`src/rtl/core/decimal_fixed_point_alu_core_assert.svh`:
```
// assertion macros for the scaled decimal arithmetic core
// needs clk_i and rst_ni in the scope of the module that uses them
`ifndef DECIMAL_FIXED_POINT_ALU_CORE_ASSERT_SVH
`define DECIMAL_FIXED_POINT_ALU_CORE_ASSERT_SVH
`ifndef SYNTHESIS
`define DFPA_ASSERT_IMP(name, ante, cons, msg) \
  name: assert property (@(posedge clk_i) disable iff (!rst_ni) (ante) |-> (cons)) \
    else $error(msg);
`define DFPA_ASSERT_NXT(name, ante, cons, msg) \
  name: assert property (@(posedge clk_i) disable iff (!rst_ni) (ante) |=> (cons)) \
    else $error(msg);
`else
`define DFPA_ASSERT_IMP(name, ante, cons, msg)
`define DFPA_ASSERT_NXT(name, ante, cons, msg)
`endif
`endif

```
`src/rtl/core/dfpa_pkg.sv`:
```
// shared types and constants of the scaled decimal arithmetic core
// no dependencies
package dfpa_pkg;

  localparam int unsigned DataW       = 64;
  localparam int unsigned CfgW        = 5;
  localparam int unsigned MaxDigits   = 18;
  localparam int unsigned PrecisionRst = 18;
  localparam int unsigned ScaleRst    = 0;
  localparam int unsigned FifoDepth   = 2;
  localparam int unsigned PtrW        = $clog2(FifoDepth);

  typedef enum logic [3:0] {
    CMD_ADD   = 4'd0,
    CMD_SUB   = 4'd1,
    CMD_MUL   = 4'd2,
    CMD_DIV   = 4'd3,
    CMD_MOD   = 4'd4,
    CMD_NEG   = 4'd5,
    CMD_ABS   = 4'd6,
    CMD_FLOOR = 4'd7,
    CMD_CEIL  = 4'd8
  } cmd_e;

  typedef enum logic [3:0] {
    OP_NOP, OP_ADD, OP_SUB, OP_MUL, OP_DIV, OP_MOD, OP_NEG, OP_ABS, OP_FLOOR, OP_CEIL
  } op_e;

  typedef enum logic [1:0] {
    ST_OK   = 2'd0,
    ST_OVF  = 2'd1,
    ST_DIV0 = 2'd2
  } status_e;

  typedef enum logic {
    CFG_PRECISION = 1'b0,
    CFG_SCALE     = 1'b1
  } cfg_idx_e;

  typedef struct packed {
    logic [3:0]              cmd;
    logic signed [DataW-1:0] operand_a;
    logic signed [DataW-1:0] operand_b;
  } dfpa_in_t;

  typedef struct packed {
    logic signed [DataW-1:0] value;
    status_e                 status;
  } dfpa_out_t;

  // classified item in sign and magnitude form
  typedef struct packed {
    op_e              op;
    logic             a_neg;
    logic [DataW-1:0] a_mag;
    logic             b_neg;
    logic [DataW-1:0] b_mag;
  } dfpa_item_t;

  // queue occupancy seen by the front
  typedef struct packed {
    logic pend;
    logic full;
  } dfpa_front_stat_t;

endpackage

```
`src/rtl/core/dfpa_fifo.sv`:
```
// short queue of classified items between front and back
// depends on dfpa_pkg
module dfpa_fifo (
  input  logic                 clk_i,
  input  logic                 rst_ni,
  input  logic                 push_valid_i,
  output logic                 push_ready_o,
  input  dfpa_pkg::dfpa_item_t push_data_i,
  output logic                 pop_valid_o,
  input  logic                 pop_ready_i,
  output dfpa_pkg::dfpa_item_t pop_data_o
);
  import dfpa_pkg::*;

  dfpa_item_t      mem_q [FifoDepth];
  logic [PtrW-1:0] wr_q, rd_q;
  logic [PtrW:0]   cnt_q;
  logic            push, pop;

  assign push_ready_o = cnt_q != (PtrW+1)'(FifoDepth);
  assign pop_valid_o  = cnt_q != '0;
  assign pop_data_o   = mem_q[rd_q];
  assign push = push_valid_i && push_ready_o;
  assign pop  = pop_valid_o && pop_ready_i;

  always_ff @(posedge clk_i or negedge rst_ni) begin
    if (!rst_ni) begin
      wr_q  <= '0;
      rd_q  <= '0;
      cnt_q <= '0;
    end else begin
      if (push) begin
        wr_q <= (wr_q == PtrW'(FifoDepth-1)) ? '0 : wr_q + 1'b1;
      end
      if (pop) begin
        rd_q <= (rd_q == PtrW'(FifoDepth-1)) ? '0 : rd_q + 1'b1;
      end
      if (push && !pop) begin
        cnt_q <= cnt_q + 1'b1;
      end else if (pop && !push) begin
        cnt_q <= cnt_q - 1'b1;
      end
    end
  end

  always_ff @(posedge clk_i) begin
    if (push) begin
      mem_q[wr_q] <= push_data_i;
    end
  end

endmodule

```
`config.mk`:
```
export PLATFORM = sky130hd
export DESIGN_NAME = dfpa_fifo
export DESIGN_NICKNAME = d
export VERILOG_FILES = /design/src/rtl/core/decimal_fixed_point_alu_core_assert.svh /design/src/rtl/core/dfpa_pkg.sv /design/src/rtl/core/dfpa_fifo.sv
export SDC_FILE = /design/constraint.sdc
export NUM_CORES = 1
export LEC_CHECK = 0
export BUFFER_PORTS_ARGS = -buffer_cell sky130_fd_sc_hd__buf_4
export CORE_MARGIN = 4
export CORE_UTILIZATION = 35
export DETAILED_ROUTE_END_ITERATION = 10
export GPL_ROUTABILITY_DRIVEN = 0
export SLEW_MARGIN = 20
export SYNTH_ARGS = -nofsm -noshare
export SYNTH_HDL_FRONTEND = slang
export SYNTH_SLANG_ARGS = --single-unit
```
`constraint.sdc`:
```
create_clock -name clk_i -period 8.9 [get_ports clk_i]
set_input_delay 1.335 -clock clk_i [delete_from_list [all_inputs] [get_ports clk_i]]
set_output_delay 1.335 -clock clk_i [all_outputs]
set_load 0.01 [all_outputs]
```
# After elaboration in Yosys (flattened, before gate mapping)
# Memories as Yosys holds them, arrays and structs flattened.
# Cells that the tools add are included.
# op_classes
n_mux	6
reduce_logical	8
n_eq_ne	1
n_addsub	4
# ops
op	n
$logic_and 1x1->1	4
$mux 1	4
$mux 2	2
$reduce_bool 2->1	2
$add 1x1->1 const B	2
$add 2x1->2 const B	1
$logic_not 1->1	2
$ne 2x2->1 const B	1
$sub 2x1->2 const B	1
# word_totals
ramBits	268
in_bits	138
memories	1
regBits	4
# memory_table
name	words	width	read_ports	rd_ports_with_merged_regs	wr	line_no	source
mem_q	2	134	1	0	1	dfpa_fifo.sv:15	dfpa_item_t mem_q [FifoDepth];

# Longest topological paths before layout
# depth
depth_word	6
ltp_mapped	7
mapped_depth_nobuf	7

# Worst setup path after synthesis
# Ideal clock, no wire load.
# synth_timing
kind	input to register
from	in push_valid_i
to	mem mem_q[0][0] (netlist name), enable pin
slack_ns	1.279
setup_ns	0.629
path_stages	2
arrival_ns	6.993
path_cell_list	nand2_1 > nor2_1
# synth_between
elab_chain_len	3
# synth_rtl
item	line_no	source
start, declared	dfpa_fifo.sv:6	input logic push_valid_i,
$logic_and 1x1->1	dfpa_fifo.sv:23	assign push = push_valid_i && push_ready_o;
$mux 1	dfpa_fifo.sv:47	if (push) begin
$mux 1 (not written as such)	dfpa_fifo.sv:48	mem_q[wr_q] <= push_data_i;
end, declared	dfpa_fifo.sv:15	
# Every way passes these cells.

==> results.py <==
metrics = {
    "critical_path": {
        "rr_endpoint": "mem_q[1][75]$_DFFE_PP_",
        "slowest_stage": "dfrtp_4",
        "worstPathRequired_ns": 7.57,
        "crit_chain": "buf_4, buf_16, mux2_2, buf_4",
        "setup.worst_path.end_class": "output pin",
        "critPathMostFrequentCell": "buf_4",
        "path_class": "flop to output pin",
        "slowest_delay_ns": 1.04,
        "cp-start-kind": "flop",
        "r2r_cells": 3,
        "r2r_start": "cnt_q[0]$_DFFE_PN0P_",
        "critPathLaunch": "rd_q$_DFFE_PN0P_",
        "crit_arrival_ns": 3.04,
        "reg2reg_slack_ns": 6.20,
        "path_max_fanout": 68,
    },
    "clock_tree": {
        "cts_hold_buf": 0,
        "clkTransAtPathRegs_ns": 0.06,
        "tritoncts": "yes",
        "cts.repair.resized": 0,
        "clk_path_buf_depth": 3,
        "clkSinkCount": 272,
        "post_cts_buffers": 0,
        "insertion_delay_ns": 0.54,
        "htreeDepth": 1,
        "cts-root-buf": "clkbuf_16",
        "cts_buffers": 30,
    },
    "routing": {
        "wl_um": 20670,
        "post_drt_wl_per_cell_um": 18.33,
        "vias": 5075,
        "drt_iter0_markers": 223,
        "drt_first_pass_iters": 4,
        "drcViolationCount": 0,
        "final_antenna_net_count": 0,
        "viasPerCell": 4.499,
    },
    "synthesis": {
        "yosysMostFrequentCell": "edfxtp_1",
        "ys_warn_count": 0,
        "synth_compound_area_frac": 0,
        "synth_cells": 435,
        "seq_area_frac_synth": 0.8102,
        "syn_area_um2": 10060,
        "syn_area_per_cell_um2": 23.12,
        "synth_top_family_by_area": "multiplexers",
        "synth-simple-area-share": 0.003359,
        "synth.area.top_cells": "edfxtp_1, mux2_2, mux2_4",
        "ys.flop_type": "edfxtp_1",
        "netlist.area_leader.share": 0.8002,
        "synth-seq-cells": 272,
        "synth_xor_area_frac": 0.004354,
        "muxShareOfSynthArea": 0.1687,
        "async_flop_share": 0.01471,
        "synth-edff-count": 268,
        "yosys-top-cells-count": "edfxtp_1, mux2_2, mux2_4",
        "syn-num-nets": 574,
        "netlist-cell-type-count": 15,
        "synth_area_leader_cell": "edfxtp_1",
        "synthAdderAreaFrac": 0.001244,
    },
    "global_route": {
        "grt_pass1_vias": 5437,
        "grt_usage": 0.1232,
        "grt_max_degree": 71,
        "grt-ovfl-total": 0,
        "grt_pass1_wl_um": 30580,
        "antenna_found_initial": 0,
    },
    "outcome": {
        "outcome": "finished, final reports clean",
    },
    "pwr": {
        "vdd_drop_max_mv": 0.2711,
        "power_frac_comb": 0.310,
        "p_switching_mw": 1.227,
        "p_total_mw": 4.470,
        "p_int_mw": 3.242,
        "p_sw_frac": 0.2745,
        "clkPwrFrac": 0.267,
        "power.leakage_nw": 5.138,
        "p_per_area_nw_per_um2": 331.1,
        "seqPwrFrac": 0.423,
    },
    "sta": {
        "final.setup.tns_ns": 0,
        "fmax_ghz": 0.2286,
        "hold_viol": 0,
        "min_period_ns": 4.374,
        "final_max_slew_viol_count": 0,
        "worst_slew_pin_slew_ns": 0.9988,
        "finalCritPeriodShare": 0.4915,
        "finalHoldWorstSlack_ns": 0.5281,
        "setup_viol_count_final": 0,
        "fin_worst_skew_ns": 0.02046,
        "rsz0062_at_grt": "false",
        "slew-limit-headroom": 0.3341,
    },
    "placement": {
        "io_buffers": 273,
        "dp_hpwl_um": 14010,
    },
    "floorplanning": {
        "pin_count": 274,
        "initial_core_util": 0.3581,
        "die_x_um": 177.5,
        "die_area_um2": 31510,
        "core_region_area_um2": 28090,
        "die_y_um": 177.5,
        "rows": 61,
    },
    "flow_run": {
        "max-cap-violations": 0,
    },
    "layout": {
        "area_delta_synth_final_pct": 34.24,
        "drive_gt1_frac": 0.6093,
        "fin_nets": 869,
        "diodes": 0,
        "nFillCells": 2407,
    },
    "min_path": {
        "hold_path_startpoint": "cnt_q[1]$_DFFE_PN0P_",
        "hold_depth": 1,
        "hold_class": "flop to flop",
        "min_to": "cnt_q[1]$_DFFE_PN0P_",
    },
}
==> layout by cell type (no fill, tap or decap), types with 3 or more instances in the layout <==
master,instances
clkinv_1,4
mux2_2,84
dfrtp_1,3
edfxtp_1,268
clkinv_2,3
bufinv_16,3
clkbuf_16,31
mux2_4,50
clkbuf_1,7
xnor2_1,3
buf_4,277
==> kinds of logic after synthesis <==
group / count (synthesis)
multiplexers: 134
XOR/XNOR: 5
adder cells (fa/ha/maj): 1
flip-flops: 272
AND/OR/NAND/NOR: 7
buffers and inverters: 16
==> power groups by stage <==
stage / Combinational, mW / Clock (mW) / Sequential, mW
2_1_floorplan: 0.855 / 0 / 1.88
3_3_place_gp: 1.38 / 0 / 1.90
3_5_place_dp: 1.40 / 0 / 1.92
4_1_cts: 1.41 / 1.24 / 1.90
5_1_grt: 1.49 / 1.29 / 1.92
6_report: 1.39 / 1.20 / 1.89
==> how the worst max path moves through the flow <==
stage / end / cells past startpoint
final: pop_data_o[24] / 4
after global routing: pop_data_o[33] / 4
after CTS: pop_data_o[33] / 3
after detailed placement: pop_data_o[33] / 3
after global placement: pop_data_o[8] / 3
after floorplan: mem_q[0][0]$_DFFE_PP_ / 2
==> critical path, delay by kind of cell, from the launching register on <==
kind     cells  cell delay, ns
flops        1            1.04
buf+inv      3            1.00
mux          1            0.38
==> routing by layer <==
layer | share of wire | track usage | up-vias
met5 | 0 | 0 | -
li1 | - | - | 2316
met4 | 0.024 | 0.03384 | 0
met2 | 0.50 | 0.2100 | 202
met3 | 0.10 | 0.04815 | 39
met1 | 0.38 | 0.1461 | 2518
==> registers in the layout, indices dropped and copies added, names as in the netlist <==
register	flops
mem_q	268
wr_q	1
cnt_q	2
rd_q	1
==> through the flow <==
stage / util / std cells / area [um2] / setup slack [ns]
2_1_floorplan: - / 435 / 10060 / 1.279
3_3_place_gp: 0.4453 / 1075 / 12510 / 4.921
3_5_place_dp: 0.4453 / 1075 / 12510 / 4.844
4_1_cts: 0.4797 / 1127 / 13470 / 4.244
5_1_grt: 0.4807 / 1128 / 13500 / 4.341
6_report: 0.4807 / 1128 / 13500 / 4.526
==> final cells by class <==
class	instances	area, um2	share of cell area
Tap cell	378	473.0	0.03503
Sequential cell	272	8152	0.6038
Inverter	1	3.754	0.0002780
Timing Repair Buffer	278	2107	0.1561
Clock buffer	40	829.5	0.06145
Multi-Input combinational cell	147	1799	0.1333
Clock inverter	12	136.4	0.01010
Power figures use the tool's default switching activity.
