`src/rtl/core/decimal_fixed_point_alu_core_assert.svh`:
```
// assertion macros for the scaled decimal arithmetic core
// needs clk_i and rst_ni in the scope of the module that uses them
`ifndef DECIMAL_FIXED_POINT_ALU_CORE_ASSERT_SVH
`define DECIMAL_FIXED_POINT_ALU_CORE_ASSERT_SVH
`ifndef SYNTHESIS
`define DFPA_ASSERT_IMP(name, ante, cons, msg) \
  name: assert property (@(posedge clk_i) disable iff (!rst_ni) (ante) |-> (cons)) \
    else $error(msg);
`define DFPA_ASSERT_NXT(name, ante, cons, msg) \
  name: assert property (@(posedge clk_i) disable iff (!rst_ni) (ante) |=> (cons)) \
    else $error(msg);
`else
`define DFPA_ASSERT_IMP(name, ante, cons, msg)
`define DFPA_ASSERT_NXT(name, ante, cons, msg)
`endif
`endif

```
`src/rtl/core/dfpa_pkg.sv`:
```
// shared types and constants of the scaled decimal arithmetic core
// no dependencies
package dfpa_pkg;

  localparam int unsigned DataW       = 64;
  localparam int unsigned CfgW        = 5;
  localparam int unsigned MaxDigits   = 18;
  localparam int unsigned PrecisionRst = 18;
  localparam int unsigned ScaleRst    = 0;
  localparam int unsigned FifoDepth   = 2;
  localparam int unsigned PtrW        = $clog2(FifoDepth);

  typedef enum logic [3:0] {
    CMD_ADD   = 4'd0,
    CMD_SUB   = 4'd1,
    CMD_MUL   = 4'd2,
    CMD_DIV   = 4'd3,
    CMD_MOD   = 4'd4,
    CMD_NEG   = 4'd5,
    CMD_ABS   = 4'd6,
    CMD_FLOOR = 4'd7,
    CMD_CEIL  = 4'd8
  } cmd_e;

  typedef enum logic [3:0] {
    OP_NOP, OP_ADD, OP_SUB, OP_MUL, OP_DIV, OP_MOD, OP_NEG, OP_ABS, OP_FLOOR, OP_CEIL
  } op_e;

  typedef enum logic [1:0] {
    ST_OK   = 2'd0,
    ST_OVF  = 2'd1,
    ST_DIV0 = 2'd2
  } status_e;

  typedef enum logic {
    CFG_PRECISION = 1'b0,
    CFG_SCALE     = 1'b1
  } cfg_idx_e;

  typedef struct packed {
    logic [3:0]              cmd;
    logic signed [DataW-1:0] operand_a;
    logic signed [DataW-1:0] operand_b;
  } dfpa_in_t;

  typedef struct packed {
    logic signed [DataW-1:0] value;
    status_e                 status;
  } dfpa_out_t;

  // classified item in sign and magnitude form
  typedef struct packed {
    op_e              op;
    logic             a_neg;
    logic [DataW-1:0] a_mag;
    logic             b_neg;
    logic [DataW-1:0] b_mag;
  } dfpa_item_t;

  // queue occupancy seen by the front
  typedef struct packed {
    logic pend;
    logic full;
  } dfpa_front_stat_t;

endpackage

```
`src/rtl/core/dfpa_front.sv`:
```
// front end: takes input transfers, decodes the command and converts operands
// to sign and magnitude; depends on dfpa_pkg
module dfpa_front (
  input  logic                 clk_i,
  input  logic                 rst_ni,
  input  logic                 in_valid_i,
  output logic                 in_ready_o,
  input  dfpa_pkg::dfpa_in_t   in_data_i,
  output logic                 item_valid_o,
  input  logic                 item_ready_i,
  output dfpa_pkg::dfpa_item_t item_o
);
  import dfpa_pkg::*;

  logic             vld_q;
  dfpa_item_t       item_q, item_d;
  logic [DataW-1:0] a_bits, b_bits;

  assign in_ready_o   = !vld_q || item_ready_i;
  assign item_valid_o = vld_q;
  assign item_o       = item_q;

  always_comb begin
    a_bits = in_data_i.operand_a;
    b_bits = in_data_i.operand_b;
    item_d.a_neg = a_bits[DataW-1];
    item_d.a_mag = a_bits[DataW-1] ? (~a_bits + 64'd1) : a_bits;
    item_d.b_neg = b_bits[DataW-1];
    item_d.b_mag = b_bits[DataW-1] ? (~b_bits + 64'd1) : b_bits;
    case (in_data_i.cmd)
      CMD_ADD:   item_d.op = OP_ADD;
      CMD_SUB:   item_d.op = OP_SUB;
      CMD_MUL:   item_d.op = OP_MUL;
      CMD_DIV:   item_d.op = OP_DIV;
      CMD_MOD:   item_d.op = OP_MOD;
      CMD_NEG:   item_d.op = OP_NEG;
      CMD_ABS:   item_d.op = OP_ABS;
      CMD_FLOOR: item_d.op = OP_FLOOR;
      CMD_CEIL:  item_d.op = OP_CEIL;
      default:   item_d.op = OP_NOP;
    endcase
  end

  always_ff @(posedge clk_i or negedge rst_ni) begin
    if (!rst_ni) begin
      vld_q <= 1'b0;
    end else if (in_ready_o) begin
      vld_q <= in_valid_i;
    end
  end

  always_ff @(posedge clk_i) begin
    if (in_valid_i && in_ready_o) begin
      item_q <= item_d;
    end
  end

endmodule

```
`config.mk`:
```
export PLATFORM = sky130hd
export DESIGN_NAME = dfpa_front
export DESIGN_NICKNAME = d
export VERILOG_FILES = /design/src/rtl/core/decimal_fixed_point_alu_core_assert.svh /design/src/rtl/core/dfpa_pkg.sv /design/src/rtl/core/dfpa_front.sv
export SDC_FILE = /design/constraint.sdc
export NUM_CORES = 1
export LEC_CHECK = 0
export ABC_CLOCK_PERIOD_IN_PS = 6300
export BUFFER_PORTS_ARGS = -buffer_cell sky130_fd_sc_hd__buf_2
export CAP_MARGIN = 20
export CORE_MARGIN = 2
export CORE_UTILIZATION = 40
export CTS_BUF_LIST = sky130_fd_sc_hd__clkbuf_16
export CTS_CLUSTER_DIAMETER = 120
export DETAILED_ROUTE_END_ITERATION = 16
export MAX_ROUTING_LAYER = met4
export PLACE_DENSITY = 0.74
export SLEW_MARGIN = 20
export SYNTH_ARGS = -nofsm -noshare
export SYNTH_HDL_FRONTEND = slang
export SYNTH_SLANG_ARGS = --single-unit
```
`constraint.sdc`:
```
create_clock -name clk_i -period 6.3 [get_ports clk_i]
set_input_delay 0.63 -clock clk_i [delete_from_list [all_inputs] [get_ports clk_i]]
set_output_delay 0.63 -clock clk_i [all_outputs]
set_load 0.01 [all_outputs]
```
**Yosys cells after proc, flatten, opt, wreduce, memory -nomap -nowiden**

Memory sizes are Yosys's and may differ from the RTL's. A register that Yosys moved wholly into a read port is not among the register bits.
Cells that the tools add are included.
W data, S select, Z words.

- Register bits: 131
- Memory bits (read-only): 64
- Input port bits: 136
- Output and inout bits: 136
- Word-level logic and storage cells: 17
- Memories: 1

Memories:

| memory | words | bits a word | rd ports | clocked after memory_dff | write ports | RTL line | text |
|---|---|---|---|---|---|---|---|
| (name not given) | 16 | 4 | 1 | 1 | 0 | dfpa_front.sv:30 | `case (in_data_i.cmd)` |

- Add/sub/neg operators: 2
- Mux-type cells: 2
- Bitwise operators: 2
- Reductions and logical operators: 3

Operator list:

| cell | count |
|---|---|
| $add A64 B1 Y64 const B | 2 |
| $not A64 Y64 | 2 |
| $mux W63 | 2 |
| $logic_and A1 B1 Y1 | 1 |
| $logic_not A1 Y1 | 1 |
| $logic_or A1 B1 Y1 | 1 |

**Longest topological paths before layout**

- Depth in word-level cells: 3
- Gate-level depth with buffers: 8

**Worst setup path after synthesis**

No wires, ideal clock.

- Kind: in2reg
- From: input port item_ready_i
- To: register item_q (netlist bit item_o[0]), enable pin
- Library setup time: 0.510 ns
- Data arrival time: 3.925 ns
- Data required time: 5.790 ns
- Setup slack: 1.865 ns
- Stages: 2
- Cell sequence: nand2b_1 > and2_1

- Cells in the longest elaborated chain, start to end: 2

RTL lines:

| element | RTL line | text |
|---|---|---|
| start: declaration | dfpa_front.sv:10 | `input logic item_ready_i,` |
| $logic_or A1 B1 Y1 | dfpa_front.sv:19 | `assign in_ready_o = !vld_q \|\| item_ready_i;` |
| $logic_and A1 B1 Y1 | dfpa_front.sv:53 | `if (in_valid_i && in_ready_o) begin` |
| end signal: assignment | dfpa_front.sv:54 | `item_q <= item_d;` |
| end: declaration | dfpa_front.sv:16 | `dfpa_item_t item_q, item_d;` |

Every way passes these cells.
A chain may end at the register's enable or synchronous reset.

==> out/results.tsv <==
stage	metric	value	unit
run_status	status	completed	
drt	DRT iter0 DRCs	308	
cells_and_area	Final #Nets	977	
placement	Placed Cells	1041	
timing	TNS Setup	0	ps
yosys	Syn Inst Count	564	
clocking	CTS Buf Count	17	
yosys	share of Yosys cell area claimed by the top area cell type	57.0	%
setup_path	Worst R2R End	item_o[104]$_DFFE_PP_	
setup_path	Startpoint Class	primary input	
worst_hold_path	Worst Hold End	item_valid_o$_DFFE_PN0N_	
clocking	clk_lat worst skew	420	ps
power_and_ir_drop	Max IR drop VDD	0.000183	V
timing	Worst Clk Skew	11.5	ps
drt	post-route ant nets	0	
drt	Via density	5.39	
yosys	count leader, synth	edfxtp_1	
cells_and_area	share of cells above drive strength 1	38.4	%
worst_hold_path	HP Start	in_valid_i	
yosys	syn nets	705	
drt	final wirelength	19100	microns
floorplan	Initial Util	40.8	%
setup_path	crit end category	flip-flop	
yosys	post-synth top area cell	edfxtp_1	
cells_and_area	final instance count without filler cells	1074	
timing	Final Hold Viols	0	
floorplan	Core Rows	48	
power_and_ir_drop	total power density per cell area	255	mW/mm^2
drt	drt pass-1 iters	5	
worst_hold_path	Worst Hold Path Cells	2	
timing	Finish-stage setup viols	0	
cells_and_area	Antenna diodes	0	
floorplan	Die Span Y	137	microns
setup_path	WS Path Type	in -> reg	
clocking	maximum clock path buffer count	2	
global_routing	initial antenna violation count	0	
floorplan	core area	0.0173	sq mm
yosys	Synth cell types	33	
placement	dpl hpwl	14500	microns
clocking	clock tree sinks	135	
timing	Worst Tran Pin Value	1100	ps
timing	Max Freq	317	MHz
setup_path	Worst Path Required	6470	ps
clocking	Setup Buffers After CTS	0	
yosys	Post-synth EDFFs	134	
clocking	CTS tree	yes	
setup_path	Max FO, Critical Path	6	
flow_run	max-cap violations	0	
yosys	mapped cell area	0.00705	sq mm
yosys	Yosys reg bits	135	
global_routing	total track usage	20.6	%
timing	Final min period	3160	ps
timing	slew margin rel.	26.0	%
clocking	CTS H-Tree Depth	4	
drt	DRC	0	
drt	WL per Instance	17.8	microns
timing	Final WS setup	3140	ps
global_routing	first-pass GRT wire length	28400	microns
placement	placed inst area	0.00862	sq mm
cells_and_area	final design area excluding fillers	0.00917	sq mm
timing	final hold slack	426	ps
power_and_ir_drop	leakage	3.31	nW
worst_hold_path	hold crit path type	in -> reg	
timing	RSZ-0062 raised after global routing	false	
placement	port buffer count	271	
floorplan	die width	137	microns
timing	ratio of final minimum period to clock period	50.1	%
placement	DP Worst Slack	2740	ps
clocking	root buf cell	clkbuf_16	
floorplan	full die area	0.0187	sq mm
setup_path	R2R depth	3	
drt	vias post-DR	5788	
floorplan	Top-Level Pins	272	
clocking	CTS clk-pin slew, worst paths	60	ps
yosys	leading cell types by count after synthesis	edfxtp_1 (134), xnor2_1 (121), o31ai_1 (41), nand2_1 (36), o21ai_0 (32)	
global_routing	vias in the first global route	5532	
placement	Final Wtd Congestion	0.873	
yosys	async set-reset flop share out of synthesis	0.741	%
setup_path	Reg2Reg Launch Point	item_valid_o$_DFFE_PN0N_	
setup_path	WP data arrival	3330	ps
global_routing	largest net degree at the start of global routing	70	
setup_path	reg-to-reg slack, setup	3840	ps
yosys	Seq/Total Area, Yosys	57.4	%
timing	Final Max Slew Viols	0	
yosys	Top FF cell, synth	edfxtp_1	
yosys	YS warnings	0	
yosys	Avg Inst Size Synth	12.5	sq um
yosys	Area contributors post-synth	edfxtp_1 (57%), xnor2_1 (15%), o31ai_1 (4.4%)	
cells_and_area	Area Overhead vs Synth	30.0	%
global_routing	grt total ovfl	0	
## critical path: stages
cell and delay, ps:
buf_2 120, inv_1 60, ha_1 170, or4b_2 680, nor4_1 870, nand3_1 300
o31a_1 360, xor2_1 150
## cell families after synthesis
| kind of cell | count (synthesis) | synth area share [%] |
|---|---|---|
| AO/OA/AOI/OAI | 109 | 11.6 |
| XOR/XNOR | 122 | 15.1 |
| adder cells (fa/ha/maj) | 5 | 0.887 |
| buffers and inverters | 30 | 1.70 |
| flip-flops | 135 | 57.4 |
| multiplexers | 1 | 0.142 |
| AND/OR/NAND/NOR | 162 | 13.1 |
## metrics by stage
step	utilization (%)	total power, W
final	53.0	0.00234
after global routing	53.0	0.00241
after CTS	53.0	0.00235
after detailed placement	49.9	0.00145
after global placement	49.9	0.00144
after floorplan	-	0.00129
## area by class of cell
cell class | count | area [sq um]
Fill cell | 1516 | 8130
Sequential cell | 135 | 4050
Multi-Input combinational cell | 399 | 2890
Timing Repair Buffer | 274 | 1380
Clock buffer | 17 | 425
Tap cell | 225 | 282
Clock inverter | 15 | 108
Inverter | 9 | 33.8
## repair_timing
action                    4_1_cts  5_1_grt
gates resized for setup         0        0
hold buffers                    1        0
hold endpoints to repair        1        0
## worst max path at each step
stage | to | cells past startpoint | start | slack (ps)
after floorplan | item_o[0]$_DFFE_PP_ | 2 | item_ready_i | 1870
after global placement | item_o[52]$_DFFE_PP_ | 8 | in_data_i[0] | 2830
after CTS | item_o[42]$_DFFE_PP_ | 8 | in_data_i[0] | 3190
after detailed placement | item_o[52]$_DFFE_PP_ | 8 | in_data_i[0] | 2740
after global routing | item_o[42]$_DFFE_PP_ | 8 | in_data_i[1] | 2990
final | item_o[52]$_DFFE_PP_ | 8 | in_data_i[0] | 3140
## where the power goes
group | leakage, nW | switching, W | internal [W]
Combinational | 1.77 | 0.000193 | 0.000145
Sequential | 1.29 | 0.0000160 | 0.00108
Clock | 0.255 | 0.000402 | 0.000504
Total | 3.31 | 0.000610 | 0.00173
## flip-flops by register name, indices dropped and copies added, names as in the netlist
signal,cells
item_valid_o,1
item_o,134
## layer usage
metal	up-vias	track usage, %	routed length (microns)
li1	2734	-	-
met3	25	5.96	1850
met1	2739	23.4	7350
met5	-	-	0
met4	0	7.10	297
met2	290	34.9	9600
## layout by cell type (no fill, tap or decap), drive strengths merged, types with 2 or more instances in the layout
master	n
or3	28
nor3	9
clkinv	4
ha	5
edfxtp	134
inv	15
nand4	5
or4	22
or4b	2
nor4	14
buf	273
nand3b	2
nor2	14
clkinvlp	5
nand3	10
nand2	36
nand2b	6
or2	11
xnor2	121
clkbuf	17
o31ai	43
o21ai	33
o41ai	32
(Power assumes the default switching activity.)
